===== src/hw/rtl/dclv_pkg.sv =====
// ----------------------------------------------------------------------------
// dclv_pkg
// Shared types and constants of the DC-link voltage loop.
// ----------------------------------------------------------------------------
package dclv_pkg;

  localparam int unsigned PHASES     = 3;
  localparam int unsigned IDX_W      = 2;
  localparam int unsigned VOLT_W     = 24;
  localparam int unsigned AMP_W      = 23;
  localparam int unsigned INT_W      = 32;
  localparam int unsigned EV_W       = 25;
  localparam int unsigned PROD_W     = 49;
  localparam int unsigned IPART_W    = 33;
  localparam int unsigned INC_W      = 57;
  localparam int unsigned SUM_W      = 34;
  localparam int unsigned STEP_W     = 23;
  localparam int unsigned GAIN_W     = 24;
  localparam int unsigned PER_W      = 24;
  localparam int unsigned MODE_W     = 2;
  localparam int unsigned CFG_W      = 24;
  localparam int unsigned CFG_AW     = 3;
  localparam int unsigned IN_DATA_W  = 152;
  localparam int unsigned IN_USER_W  = 1;
  localparam int unsigned OUT_DATA_W = 48;
  localparam int unsigned OUT_USER_W = 3;
  localparam int unsigned FRAC_W     = 16;
  localparam int unsigned PER_FRAC_W = 24;

  localparam logic [CFG_AW-1:0] REG_TARGET  = 3'd0;
  localparam logic [CFG_AW-1:0] REG_RAMP    = 3'd1;
  localparam logic [CFG_AW-1:0] REG_PERIOD  = 3'd2;
  localparam logic [CFG_AW-1:0] REG_LIMIT   = 3'd3;
  localparam logic [CFG_AW-1:0] REG_PGAIN   = 3'd4;
  localparam logic [CFG_AW-1:0] REG_IGAIN   = 3'd5;
  localparam logic [CFG_AW-1:0] REG_MODE    = 3'd6;
  localparam logic [CFG_AW-1:0] REG_TPHASE  = 3'd7;

  localparam logic [MODE_W-1:0] MODE_SINGLE = 2'd1;
  localparam logic [MODE_W-1:0] MODE_ALL    = 2'd2;

  typedef enum logic [2:0] {
    STG_NONE,
    STG_REF,
    STG_ERR,
    STG_MUL,
    STG_INC,
    STG_CAND,
    STG_COMMIT,
    STG_AMP
  } stg_e;

  typedef struct packed {
    logic meas;
    logic en;
    stg_e stage;
  } lane_ctl_t;

  typedef struct packed {
    logic [VOLT_W-2:0] target;
    logic [AMP_W-1:0]  limit;
    logic [GAIN_W-1:0] prop_gain;
    logic [GAIN_W-1:0] integ_gain;
    logic [PER_W-1:0]  period;
    logic [STEP_W-1:0] step;
  } lane_cfg_t;

  typedef struct packed {
    logic              act;
    logic [VOLT_W-1:0] ref_volt;
    logic [AMP_W-1:0]  amp;
  } lane_res_t;

endpackage


===== src/hw/rtl/dclv_merge.sv =====
// ----------------------------------------------------------------------------
// dclv_merge
// Picks one lane result per word and holds it in the output register.
// ----------------------------------------------------------------------------
module dclv_merge import dclv_pkg::*; (
  input  logic                  clk_i,
  input  logic                  rst_ni,
  input  lane_res_t             res_i [PHASES],
  input  logic                  load_i,
  input  logic [IDX_W-1:0]      sel_i,
  input  logic                  ready_i,
  output logic                  valid_o,
  output logic [OUT_DATA_W-1:0] data_o,
  output logic [OUT_USER_W-1:0] user_o,
  output logic                  last_o,
  output logic                  free_o
);

  lane_res_t             pick;
  logic                  valid_q;
  logic [OUT_DATA_W-1:0] data_q;
  logic [OUT_USER_W-1:0] user_q;
  logic                  last_q;

  always_comb begin
    pick = '0;
    for (int p = 0; p < PHASES; p++) begin
      if (sel_i == IDX_W'(p)) begin
        pick = res_i[p];
      end
    end
  end

  assign free_o = !valid_q || ready_i;

  always_ff @(posedge clk_i or negedge rst_ni) begin
    if (!rst_ni) begin
      valid_q <= 1'b0;
    end else if (load_i) begin
      valid_q <= 1'b1;
    end else if (ready_i) begin
      valid_q <= 1'b0;
    end
  end

  always_ff @(posedge clk_i) begin
    if (load_i) begin
      data_q <= {1'b0, pick.ref_volt, pick.amp};
      user_q <= {pick.act, sel_i};
      last_q <= (sel_i == IDX_W'(PHASES - 1));
    end
  end

  assign valid_o = valid_q;
  assign data_o  = data_q;
  assign user_o  = user_q;
  assign last_o  = last_q;

endmodule


===== config.mk =====
export PLATFORM = sky130hd
export DESIGN_NAME = dclv_merge
export DESIGN_NICKNAME = d
export VERILOG_FILES = /design/src/hw/rtl/dclv_pkg.sv /design/src/hw/rtl/dclv_merge.sv
export SDC_FILE = /design/constraint.sdc
export NUM_CORES = 1
export LEC_CHECK = 0
export ABC_AREA = 1
export BUFFER_PORTS_ARGS = -buffer_cell sky130_fd_sc_hd__buf_2
export CORE_MARGIN = 8
export CORE_UTILIZATION = 43
export CTS_CLUSTER_SIZE = 10
export DETAILED_ROUTE_END_ITERATION = 10
export GPL_TIMING_DRIVEN = 0
export PLACE_DENSITY = 0.86
export SYNTH_ARGS = -nofsm -noshare
export SYNTH_HDL_FRONTEND = slang
export SYNTH_SLANG_ARGS = --single-unit
export TNS_END_PERCENT = 100

===== constraint.sdc =====
create_clock -name clk_i -period 1.3 [get_ports clk_i]
set_input_delay 0.325 -clock clk_i [delete_from_list [all_inputs] [get_ports clk_i]]
set_output_delay 0.325 -clock clk_i [all_outputs]
set_load 0.05 [all_outputs]

== After elaboration in Yosys (flattened, before gate mapping) ==
Cells that the tools add are included.
Word-level totals
  register bits after elaboration: 52
  input bits: 150
  word-level logic and storage cells: 15
  memories: 0
  memory bits (read-only): 0
  bits in latches: 0
  output and inout bits: 54
  memory bits (writable): 0
Operators by class
  reduce and logical (&&, ||, !) cells: 4
  multipliers: 0
  eq/ne operators: 2
  bitwise operators: 0
  muxes and demuxes: 5
  order comparisons: 0
  add/subtract/negate cells: 0
  div/mod/pow operators: 0
  shifts and indexed selects: 0
Operators by type and width (number)
  2-to-1 mux 48 bit: 3
  == test 2 x 1 -> 1 bit (second input constant): 1
  == test 2 bit (second input constant): 1
  zero test 2 bit: 1
  2-to-1 mux 1 bit: 2
  nonzero test 2 bit: 1
  zero test 1 bit: 1
  logical OR 1 bit: 1

== Depth between registers and ports, before layout ==
Gate-level depths: netlist of the first run.
  depth in word-level cells: 4
  gate-level depth with buffers: 6
  depth with buffers taken out: 3

== Worst setup path after synthesis of the first run ==
No wires, ideal clock.
  kind: register to output
  start point: register valid_q, in the netlist valid_o
  end point: output free_o
  path buffers: 0
  arrival: 1.027 ns
  stages on the path, launching flop included: 2
  data required time: 0.975 ns
  setup slack: -0.052 ns
  path through: dfrtp_1 -> nand2_1
Between the ends
  cells in the longest elaborated chain, start to end: 2
RTL lines
  from (decl): RTL line dclv_merge.sv:20  | logic valid_q;
  from (signal assigned): RTL line dclv_merge.sv:38  | valid_q <= 1'b0;
  from (signal assigned): RTL line dclv_merge.sv:40  | valid_q <= 1'b1;
  from (signal assigned): RTL line dclv_merge.sv:42  | valid_q <= 1'b0;
  zero test 1 bit: RTL line dclv_merge.sv:34  | assign free_o = !valid_q || ready_i;
  logical OR 1 bit: RTL line dclv_merge.sv:34
  to (decl): RTL line dclv_merge.sv:16  | output logic free_o
No other way between the ends.

== Final worst setup path of the first run ==
Same ends and word-level chain as after synthesis.

==> results of run 1 <==
## layer usage
metal,global-route usage,vias up,share of wire
met2,0.4061,152,0.53
met5,0,-,0
met1,0.2343,1342,0.36
met4,0.05680,0,0.017
li1,-,1421,-
met3,0.06875,19,0.097
## timing repair
item | CTS | global route
hold buffers | 1 | 0
gates resized for setup | 1 | 5
hold endpoints to repair | 1 | 0
pin swaps | 0 | 1
setup endpoints to repair | 1 | 55
## state kept, by name, indices dropped and copies added, names as in the netlist
name     count
user_o       3
data_o      47
last_o       1
valid_o      1
## power breakdown
part	switching (mW)	internal, mW	leakage, nW
Clock	0.544	0.432	0.0434
Combinational	0.958	0.390	1.32
Sequential	0.0378	2.03	0.505
Total	1.54	2.85	1.86
## cells in the final DEF, fill, tap and decap left out
cell and count:
clkbuf_1 8, clkinvlp_4 2, nand3_1 144, edfxtp_1 51, inv_1 2, nor2_2 1, nand2_2 1, nand2_1 49
dfrtp_1 1, conb_1 1, clkbuf_4 3, buf_1 1, nor2_1 1, inv_2 2, buf_8 1, dlygate4sd3_1 1
clkbuf_8 6, buf_4 8, buf_2 208
## final cells by class
| type | instances | area [um^2] | share of cell area |
|---|---|---|---|
| buffer | 27 | 143.9 | 0.03718 |
| clock buffer | 6 | 82.58 | 0.02134 |
| clock inverter | 2 | 15.01 | 0.003880 |
| inverter | 4 | 15.01 | 0.003880 |
| multi-input combinational | 197 | 924.6 | 0.2389 |
| sequential | 52 | 1556 | 0.4022 |
| tap | 75 | 93.84 | 0.02425 |
| timing repair buffer | 203 | 1039 | 0.2683 |
## final timing paths
check,startpoint,end,slack (ns),depth (start not counted)
max in group asynchronous,rst_ni,valid_o,0.89,2
min in group asynchronous,rst_ni,valid_o,0.33,2
worst min-delay path,sel_i[0],user_o[0],0.21,1
worst max register to register,valid_o,valid_o,0.66,2
worst min register to register,valid_o,valid_o,0.53,2
worst max-delay path,valid_o,free_o,0.04,2
## through the flow
step,util,total power [mW],worst slack (ns)
final,0.6536,4.393,0.03828
after global routing,0.6536,4.589,-0.003993
after CTS,0.6511,4.406,0.002232
after detailed placement,0.6325,3.453,-0.3213
after global placement,0.6325,3.418,-0.2865
after floorplan,-,2.953,0.06512
## cell families after synthesis
logic type    after synthesis
simple gates              196
flops                      52
buf+inv                    31
other cells                 1
## synth_stat cells, drive strengths merged
cell,instances
nand3,144
edfxtp,51
nand2,50
buf,19
clkbuf,8
inv,4
nor2,2
conb,1
dfrtp,1
## worst max-delay path, cell delays in order, from the launching register on
cell     delay, ns
dfrtp_1       0.40
nand2_2       0.09
buf_8         0.15
==> results_dict.tcl, run 1 <==
set metrics [dict create \
    outcome "completed" \
    muxShareOfSynthArea 0 \
    synth_area_um2 2638 \
    residual_drc 0 \
    fp.coreArea_um2 5921 \
    ys_ff_latch 52 \
    clockRootBuffer "clkbuf_8" \
    ir_worst_vdd_mv 0.5862 \
    detailed_place.area_um2 3745 \
    worstMarginPinSlew_ns 0.7153 \
    synth_adder_area_share 0 \
    final-hold-violation-count 0 \
    synth_area_leader_cell "edfxtp_1" \
    synth_compound_area_frac 0 \
    post-route-min-period_ns 1.262 \
    ys_top_cells_by_area "edfxtp_1, nand3_1, nand2_1" \
    clock_sink_count 52 \
    antenna_left 0 \
    final_cells 566 \
    die_area_um2 8896 \
    place_inst 557 \
    wl_per_instance_um 17.43 \
    dp.final_hpwl_mm 7.782 \
    timing.critical_path.fanout_max 2 \
    leakage_power_summed_over_all_cells_nw 1.865 \
    worstSetupEndpointType "output pin" \
    synth_simple_gate_area_share 0.3482 \
    hold_slack_ns 0.2085 \
    post-synth-top-area-fraction 0.5806 \
    num_vias 2934 \
    clk_latency_ns 0.30 \
    diodes 0 \
    setup_tns_ns 0 \
    max_slew_margin 0.5232 \
    critPathRequiredTime_ns 0.98 \
    pin_count 204 \
    dr.first_iter.drc_count 116 \
    port_buffers 202 \
    worstPathArrival_ns 0.94 \
    placement_rows 28 \
    cts_buffer_depth 2 \
    cts_tree "yes" \
    pin_count_of_the_biggest_net_entering_global_routing 53 \
    max_freq_mhz 792.6 \
    flow.area_growth_from_synthesis_pct 46.73 \
    drive_gt1_frac 0.4725 \
    clkSlewWorstSetupHoldPaths_ns 0.10 \
    postSynthAreaPerCell_um2 9.420 \
    grt_first_pass_wirelength_mm 15.41 \
    timing.hold.worst.class "primary input to flop" \
    ys_warn_count 0 \
    grt_use_total 0.2197 \
    syn-num-nets 430 \
    synth.distinct_cells 13 \
    detail_route.first_pass.iterations 4 \
    post_cts.repair.setup_buffers 0 \
    count_of_mapped_cells_out_of_synthesis 280 \
    final-max-slew-violation-count 0 \
    synth.yosys.seq_area_share 0.5901 \
    dominant_combinational_cell_family_by_area_after_synthesis "simple AND/OR/NAND/NOR gates" \
    htree_num_levels 2 \
    rsz0062_at_grt "yes" \
    finClkSkew_ns 0 \
    type_of_element_launching_the_critical_path "flop" \
    cts-buffers-inserted 5 \
    post-route-cell-area_um2 3870 \
    routabilityCongestion 0.8704 \
    die_y_um 94.32 \
    power_density_nw_per_um2 1135 \
    synth_xor_xnor_area_share 0 \
    die-width_um 94.32 \
    totalWireLength_mm 9.868 \
    report.final.setup_viol 0 \
    fill_cells 510 \
    finish.net_count 640 \
    initial_core_util 0.4455 \
    first_global_vias 3187 \
    fin_crit_sh 0.9706 \
    antenna_found_initial 0 \
    maxCapViolCount 0 \
    gr-total-overflow 0 \
    worst-setup-path-type "flop to output pin" \
    avgViaCountPerCell 5.184 \
]
Note: power is estimated with default switching activity, not from simulation.
==> run 2, diff against run 1 <==
--- a/config.mk
+++ b/config.mk
@@ -8,11 +8,11 @@
 export ABC_AREA = 1
 export BUFFER_PORTS_ARGS = -buffer_cell sky130_fd_sc_hd__buf_2
 export CORE_MARGIN = 8
-export CORE_UTILIZATION = 43
+export CORE_UTILIZATION = 36
 export CTS_CLUSTER_SIZE = 10
 export DETAILED_ROUTE_END_ITERATION = 10
 export GPL_TIMING_DRIVEN = 0
-export PLACE_DENSITY = 0.86
+export PLACE_DENSITY = 0.77
 export SYNTH_ARGS = -nofsm -noshare
 export SYNTH_HDL_FRONTEND = slang
 export SYNTH_SLANG_ARGS = --single-unit
==> constraint.sdc (replaced) <==
create_clock -name clk_i -period 1.1 [get_ports clk_i]
set_input_delay 0.275 -clock clk_i [delete_from_list [all_inputs] [get_ports clk_i]]
set_output_delay 0.275 -clock clk_i [all_outputs]
set_load 0.05 [all_outputs]
==> run 2 against run 1 <==
Net effect:
- the flow now finishes with violations (negative setup slack)
- critical path depth stayed put
- power is 22% higher
- first-iteration DRC count is 7.8% higher
- non-clock buffer count stayed put
- via count is 1.4% higher
- worst setup slack worse by 0.15 ns
- utilization is 6.5 points lower
- combinational power is 35% higher
- register-to-register slack worse by 0.22 ns
- global-route usage is 3.6 points lower
- clock-buffer cell count is 1 higher
- flip-flop and latch count stayed put
- critical path type unchanged
- largest power group unchanged
==> results_dict.tcl, run 2 (synthesized netlist as in run 1, its figures left out) <==
set metrics [dict create \
    power_density_nw_per_um2 1265 \
    post-route-min-period_ns 1.213 \
    port_buffers 202 \
    totalWireLength_mm 9.930 \
    detail_route.first_pass.iterations 5 \
    cts_tree "yes" \
    clock_power_share 0.192 \
    worst_path_dominant_cell_family "flip-flops" \
    critPathRequiredTime_ns 0.82 \
    post_cts.repair.setup_buffers 0 \
    drive_gt1_frac 0.4766 \
    grt_use_total 0.1841 \
    netSwitchingPower_mw 1.808 \
    antenna_left 0 \
    die-width_um 101.6 \
    pin_count 204 \
    initial_core_util 0.3676 \
    clock_sink_count 52 \
    rsz0062_at_grt "yes" \
    grt_first_pass_wirelength_mm 14.85 \
    avgViaCountPerCell 5.041 \
    worst-setup-path-type "flop to output pin" \
    finish.net_count 640 \
    timing.hold.worst.class "primary input to flop" \
    diodes 0 \
    leading_cell_type_in_the_layout_fill_and_taps_excluded "buf_2" \
    pwr-share-seq 0.467 \
    timing.critical_path.fanout_max 2 \
    final-max-slew-violation-count 0 \
    worstMarginPinSlew_ns 0.6672 \
    maxCapViolCount 0 \
    type_of_element_launching_the_critical_path "flop" \
    antenna_found_initial 0 \
    gr-total-overflow 0 \
    die_y_um 101.6 \
    switching_share_of_power 0.3384 \
    place_inst 581 \
    ir_worst_vdd_mv 0.4785 \
    worstPathArrival_ns 0.94 \
    post-layout-total-power_mw 5.344 \
    fin_crit_sh 1.102 \
    max_slew_margin 0.5552 \
    num_vias 2974 \
    worstSetupEndpointType "output pin" \
    number_of_flip_flops_under_the_largest_register_name 47 \
    fill_cells 645 \
    residual_drc 0 \
    fin_ws_ns -0.1126 \
    leakage_power_summed_over_all_cells_nw 1.986 \
    utilization 0.5887 \
    dp.final_hpwl_mm 7.735 \
    cpMaxStageDelayCell "dfrtp_2" \
    flow.area_growth_from_synthesis_pct 60.15 \
    power_report.internal_total_mw 3.536 \
    finClkSkew_ns 0 \
    placement_rows 31 \
    pin_count_of_the_biggest_net_entering_global_routing 53 \
    wl_per_instance_um 16.83 \
    violations_in_the_final_reports "negative setup slack" \
    final_cells 590 \
    outcome "finished with violations" \
    first_global_vias 3188 \
    fp.coreArea_um2 7176 \
    report.final.setup_viol 53 \
    cts_buffer_depth 2 \
    cts-buffers-inserted 5 \
    clockRootBuffer "clkbuf_8" \
    place_ws_ns -0.4870 \
    clkSlewWorstSetupHoldPaths_ns 0.09 \
    max_freq_mhz 824.7 \
    path_cells "nand2_2 -> buf_8" \
    commonest_non_fill_non_tap_cells_in_the_layout "buf_2, nand3_1, buf_6" \
    timing.critical_path.slowest_cell_delay_ns 0.41 \
    share_comb_of_total_power 0.341 \
    critPathBufInv 1 \
    htree_num_levels 2 \
    final-hold-violation-count 0 \
    clk_latency_ns 0.29 \
    routabilityCongestion 0.8274 \
    dr.first_iter.drc_count 125 \
    die_area_um2 10320 \
]
## run 2: layer usage
layer  GRT usage  wire [um]  vias to the layer above
li1            -          -                     1421
met1      0.1858       3656                     1367
met2      0.3415       5157                      168
met3     0.05704        899                       18
met4     0.07446        216                        0
met5           0          0                        -
## run 2: worst paths after layout
| kind | from | end | slack [ns] | depth (start not counted) |
|---|---|---|---|---|
| worst max register to register | valid_o | valid_o | 0.44 | 2 |
| worst max-delay path | valid_o | free_o | -0.11 | 2 |
| min in group asynchronous | rst_ni | valid_o | 0.28 | 2 |
| worst min register to register | valid_o | valid_o | 0.53 | 2 |
| worst min-delay path | sel_i[0] | user_o[0] | 0.17 | 1 |
| max in group asynchronous | rst_ni | valid_o | 0.72 | 2 |
## run 2: per-stage QoR
step           hold WS [ns]  TNS [ns]  area, um^2
5_1_grt              0.1539    -3.832        4224
3_3_place_gp        0.04969    -31.91        3797
4_1_cts              0.1587    -2.523        4220
6_report             0.1677    -1.765        4224
3_5_place_dp        0.05243    -34.79        3797
2_1_floorplan      -0.02059         0        2663
## run 2: timing repair
action	4_1_cts	5_1_grt
setup endpoints to repair	106	60
gates resized for setup	107	5
gates cloned	0	0
hold buffers	1	0
pin swaps	1	0
hold endpoints to repair	1	0
## run 2: area by class of cell
cell class / instances / area (um^2) / share of cell area
buffer: 27 / 170.2 / 0.04028
clock buffer: 7 / 76.32 / 0.01807
clock inverter: 1 / 3.754 / 0.0008886
inverter: 4 / 15.01 / 0.003555
multi-input combinational: 197 / 924.6 / 0.2189
sequential: 52 / 1558 / 0.3688
tap: 99 / 123.9 / 0.02932
timing repair buffer: 203 / 1353 / 0.3202
## run 2: power groups by stage
stage	logic [mW]	registers, mW	clock network (mW)
after floorplan	0.330	3.17	0
after global placement	1.58	2.48	0
after detailed placement	1.60	2.50	0
after CTS	1.83	2.50	1.06
after global routing	1.93	2.52	1.12
final	1.82	2.50	1.02
## run 2: worst register-to-register path, stage by stage, from the launching register on
cell and delay (ns):
dfrtp_2 0.41, nand2_2 0.08, nand2_1 0.06
